$ cat config.mk
export PLATFORM = sky130hd
export DESIGN_NAME = ptc_div
export DESIGN_NICKNAME = d
export VERILOG_FILES = /design/src/design/ptc_pkg.sv /design/src/design/ptc_div.sv
export SDC_FILE = /design/constraint.sdc
export NUM_CORES = 1
export LEC_CHECK = 0
export BUFFER_PORTS_ARGS = -buffer_cell sky130_fd_sc_hd__buf_2
export CAP_MARGIN = 25
export CORE_AREA = 2 2 105 127
export CTS_CLUSTER_DIAMETER = 50
export DETAILED_ROUTE_END_ITERATION = 7
export DIE_AREA = 0 0 107 129
export PLACE_DENSITY = 0.7
export SETUP_SLACK_MARGIN = 0.2
export SLEW_MARGIN = 20
export SYNTH_ARGS = -nofsm -noshare
export SYNTH_HDL_FRONTEND = slang
export SYNTH_SLANG_ARGS = --single-unit
$ cat constraint.sdc
create_clock -name i_clk -period 4.55 [get_ports i_clk]
set_clock_uncertainty 0.15 [all_clocks]
set_input_delay 0.455 -clock i_clk [delete_from_list [all_inputs] [get_ports i_clk]]
set_output_delay 0.455 -clock i_clk [all_outputs]
set_load 0.005 [all_outputs]
$ cat src/design/ptc_pkg.sv
// Shared types and constants of the periodic timestamp checker.
`default_nettype none

package ptc_pkg;

    localparam int PERIOD_W   = 24;
    localparam int DEV_W      = 24;
    localparam int OUT_CNT_W  = 32;
    localparam int APB_ADDR_W = 3;
    localparam int APB_DATA_W = 32;

    localparam logic [PERIOD_W-1:0] PERIOD_RESET = 24'd33333;

    // Register index taken from paddr[2].
    localparam logic [0:0] REG_PERIOD = 1'b0;

    typedef enum logic [2:0] {
        ST_IDLE,
        ST_PREP,
        ST_MAG,
        ST_DIV,
        ST_EVAL,
        ST_DONE
    } t_state;

endpackage

`default_nettype wire

$ cat src/design/ptc_div.sv
// Bit-serial restoring divider of a timestamp-wide value by the period.
`default_nettype none

module ptc_div #(
    parameter int TIMESTAMP_BITS = 48
) (
    input  wire logic                            i_clk,
    input  wire logic                            i_rst_n,
    input  wire logic                            i_start,
    input  wire logic [TIMESTAMP_BITS-1:0]       i_dividend,
    input  wire logic [ptc_pkg::PERIOD_W-1:0]    i_divisor,
    output logic                                 o_done,
    output logic      [TIMESTAMP_BITS-1:0]       o_quot,
    output logic      [ptc_pkg::PERIOD_W-1:0]    o_rem
);

    localparam int CW = $clog2(TIMESTAMP_BITS + 1);
    localparam int PW = ptc_pkg::PERIOD_W;

    logic [TIMESTAMP_BITS-1:0] r_quo;
    logic [PW-1:0]             r_rem;
    logic [PW-1:0]             r_div;
    logic [CW-1:0]             r_cnt;
    logic                      r_busy;
    logic                      r_done;
    logic [PW:0]               w_sh;
    logic [PW:0]               w_diff;
    logic                      w_fit;

    assign w_sh   = {r_rem, r_quo[TIMESTAMP_BITS-1]};
    assign w_diff = w_sh - {1'b0, r_div};
    assign w_fit  = (w_sh >= {1'b0, r_div});

    always_ff @(posedge i_clk) begin
        if (!i_rst_n) begin
            r_busy <= 1'b0;
            r_done <= 1'b0;
            r_cnt  <= '0;
        end else begin
            r_done <= 1'b0;
            if (i_start) begin
                r_busy <= 1'b1;
                r_cnt  <= CW'(TIMESTAMP_BITS);
            end else if (r_busy) begin
                r_cnt <= r_cnt - 1'b1;
                if (r_cnt == CW'(1)) begin
                    r_busy <= 1'b0;
                    r_done <= 1'b1;
                end
            end
        end
    end

    always_ff @(posedge i_clk) begin
        if (i_start) begin
            r_quo <= i_dividend;
            r_rem <= '0;
            r_div <= i_divisor;
        end else if (r_busy) begin
            r_quo <= {r_quo[TIMESTAMP_BITS-2:0], w_fit};
            r_rem <= w_fit ? w_diff[PW-1:0] : w_sh[PW-1:0];
        end
    end

    assign o_done = r_done;
    assign o_quot = r_quo;
    assign o_rem  = r_rem;

endmodule

`default_nettype wire

# After elaboration in Yosys (flattened, before gate mapping)
# Index checks and enable logic that the tools add are counted.
# word_totals
regBits	104
inputBits	75
word_cells	25
# classes
add_sub_neg	2
order_cmp	1
n_eq_ne	1
muxes	9
bitwise_logic	2
n_reduce_logical	3
# ops
op	count
48-bit 2-to-1 mux	2
25-bit by 24-bit >= comparator with 1-bit output	1
24-bit 2-to-1 mux	1
24-bit subtractor	1
6-bit 2-to-1 mux	2
6-bit by 1-bit == test with 1-bit output, second input constant	1
6-bit by 1-bit subtractor with 6-bit output, second input constant	1
1-bit 2-to-1 mux	4
3-bit OR reduction	1
1-bit inverter	2
2-bit nonzero test	1
2-bit OR reduction	1

# Longest topological paths before layout
# logic_depth
word_depth	4
ltp_mapped	12

# Least setup slack after synthesis
# Ideal clock, no wire load.
# synth_timing
path_kind	register to register
startpoint	register r_rem[14], in the netlist o_rem[14]
endpoint	register r_rem[0], in the netlist o_rem[0]
setup_time_ns	0.135
t_arrival_ns	2.392
slack_ns	1.873
stages_incl_launch_ff	12
path_buffers	2
synth_period_minus_slack_ns	2.677
path_cell_list	dfxtp_1 ha_1 buf_2 and3_4 and4_1 a32oi_2 nand4_2 a211oi_4 buf_6 nor2_1 a211oi_1 a211oi_1
# synth_between
elab_chain_cells	2
# synth_lines
item	line_no	source
start, declared	ptc_div.sv:21	logic [PW-1:0] r_rem;
start signal, assigned	ptc_div.sv:61	r_rem <= w_fit ? w_diff[PW-1:0] : w_sh[PW-1:0];
25-bit by 24-bit >= comparator with 1-bit output	ptc_div.sv:32	assign w_fit = (w_sh >= {1'b0, r_div});
24-bit 2-to-1 mux	ptc_div.sv:61	
# Every way passes these cells.
# A chain may end at the register's enable or synchronous reset.

# Worst setup path after layout
# layout_timing
startpoint	register r_rem[14], in the netlist o_rem[14]
endpoint	register r_rem[9], in the netlist o_rem[9]
# The elaborated chain is that of the path after synthesis.

==> results.cfg <==
[timing]
period_share = 0.725
hold_viol_final = 0
tightest_slew_ns = 0.684
setup_violations = 0
fmax_mhz = 303
setup_tns_ns = 0
slew_violations = 0
fin_ws_ns = 1.25
rsz0062_at_grt = false
min_period_ns = 3.30
maxSlewHeadroom = 0.543

[grt]
antenna_found_initial = 0
grt_max_degree = 49
first_global_vias = 4333
track_usage = 0.192
grt_pass1_wl_um = 20700
overflow = 0

[yosys]
ys_seq_area_frac = 0.505
synth_nets = 587
synth_top_area_cell = edfxtp_1
synth_seq_cells = 104
synth-adder-area-share = 0.0622
synth_most_common_cell = edfxtp_1
synth.top_cell.area_share = 0.389
syn_avg_cell_area_um2 = 11.4
async_flop_share = 0
yosysWarnings = 0
synth_top_family_by_area = compound AO/OA/AOI/OAI gates
syn-cell-area_um2 = 5550
post_synth_mux_area_share = 0.123
syn-instance-count = 485
synth_xor_area_frac = 0.0363
ys.flop_type = edfxtp_1
synth_cell_type_count = 54
yosys.area_share.simple = 0.0958
synth-edff-count = 72
synth_compound_gate_area_share = 0.136
ys_top_cells_by_count = edfxtp_1 (72), mux2_2 (48), nor2_1 (36)
ys_top_cells_by_area = edfxtp_1 (39%), dfxtp_1 (12%), mux2_2 (9.7%), ha_1 (5.9%), a211oi_1 (3.2%)

[route]
drtIter0Drc = 166
drc = 0
antenna_left = 0
drt_wl_total_um = 12800
routed_via_density = 5.39
vias = 4277
routedWlPerCell_um = 16.1
drt-pass1-iter-count = 4

[hold_path]
hold_path.class = in2reg

[run]
maxCapViolCount = 0

[power_and_ir_drop]
p_leak_nw = 2.95
vdd_drop_max_v = 0.000245
powerDensity_nw_per_um2 = 376
finalPower_mw = 2.53

[critical_path]
cp_max_fo = 21
end_kind = flop
path_cells = ha_1 > and3_4 > and4_1 > a32oi_2 > nand4_2 > a211oi_4 > buf_4 > mux2i_1 > a211oi_1
slowest_stage = a211oi_4
critPathKind = reg2reg
cp_slowest_stage_delay_ns = 0.64
crit_arrival_ns = 3.41
startpoint_type = flop
worstPathRequired_ns = 4.66

[finish]
area_growth_syn_to_layout_pct = 21.1
fillCellCount = 1142
layout-drive-gt1-share = 0.358
post-route-util = 0.536
n_antenna_cell = 0
final_area_um2 = 6720
seqCellArea_um2 = 2800
nets = 726
multi_input_comb_area_um2 = 2520

[cts]
postCtsHoldBufs = 0
h-tree-depth = 3
tritoncts = yes
postCtsSetupRepairBufs = 0
post_cts_resized = 0
numCtsBuffers = 9
cts_num_sinks = 104
path_clk_slew_ns = 0.07
clkLatencyLatePin_ns = 0.35
cts.path.max_buffers = 2
cts_root_buf = clkbuf_16

[die]
fp.dieArea_um2 = 13800
num_io_pins = 148
rows = 45
core-area_um2 = 12600
die-width_um = 107
initial_core_util = 0.442
die_h_um = 129

[place]
dp_hpwl_um = 9470
numPortBuffers = 147
dpl_cell_area_um2 = 6420
pre_cts_ws_ns = 1.28
place.gp.congestion = 0.951

[run_status]
status = finished clean
==> layer usage <==
| layer | up-vias | track usage | wire length [um] |
|---|---|---|---|
| met3 | 21 | 0.0664 | 1030 |
| li1 | 2072 | - | - |
| met2 | 153 | 0.319 | 6160 |
| met5 | - | 0 | 0 |
| met1 | 2031 | 0.226 | 5320 |
| met4 | 0 | 0.0802 | 269 |
==> final timing paths <==
kind / startpoint / end / slack (ns) / cells past startpoint
worst max register to register: o_rem[14] / o_rem[9] / 1.25 / 9
worst min register to register: o_rem[11] / o_rem[11] / 0.37 / 2
worst min-delay path: i_divisor[10] / r_div[10] / 0.12 / 1
worst max-delay path: o_rem[14] / o_rem[9] / 1.25 / 9
==> placed cells by master, fill, tap and decap left out, types with 8 or more instances in the layout <==
| cell | netlist | routed |
|---|---|---|
| a211oi_1 | 24 | 24 |
| a21o_1 | 8 | 8 |
| a21oi_1 | 25 | 25 |
| buf_2 | 3 | 146 |
| clkbuf_16 | 0 | 9 |
| dfxtp_1 | 32 | 32 |
| edfxtp_1 | 72 | 72 |
| ha_1 | 26 | 26 |
| inv_1 | 34 | 34 |
| mux2_2 | 48 | 48 |
| mux2i_1 | 14 | 14 |
| nand2_1 | 18 | 18 |
| nor2_1 | 36 | 36 |
| o21a_1 | 8 | 8 |
| o21ai_0 | 13 | 13 |
| xnor2_1 | 14 | 14 |
| xor2_1 | 9 | 9 |
==> power breakdown <==
part           leakage, nW  total [mW]  switching, mW  internal (mW)
logic                 1.82       0.566          0.300          0.266
clock network        0.151       0.794          0.361          0.434
registers            0.981        1.17         0.0552           1.11
total                 2.95        2.53          0.716           1.81
==> critical path: cells and delay by family, from the launching register on <==
kind            cells  cell delay [ns]
mux                 1             0.12
buf+inv             1             0.43
simple gates        3             0.63
flops               1             0.34
compound gates      3             1.13
fa+ha+maj           1             0.41
==> final cells by class <==
cell class	count	area share
clock buffer	9	0.0335
clock inverter	7	0.0117
inverter	34	0.0190
multi-input combinational	324	0.374
sequential	104	0.417
tap	164	0.0305
timing repair buffer	151	0.114
==> through the flow <==
stage	cells	hold WS (ns)
final	793	0.124
after global routing	793	0.108
after CTS	793	0.105
after detailed placement	777	0.361
after global placement	777	0.331
after floorplan	485	0.318
==> kinds of logic after synthesis <==
| family | after synthesis |
|---|---|
| xor+xnor | 23 |
| flops | 104 |
| buf+inv | 57 |
| fa+ha+maj | 27 |
| compound gates | 108 |
| simple gates | 104 |
| mux | 62 |
==> sequential cells by signal, summed over array words and instances (netlist names) <==
name and flops:
o_done 1, o_quot 48, o_rem 24, r_busy 1
r_cnt 6, r_div 24
Power figures use the tool's default switching activity.
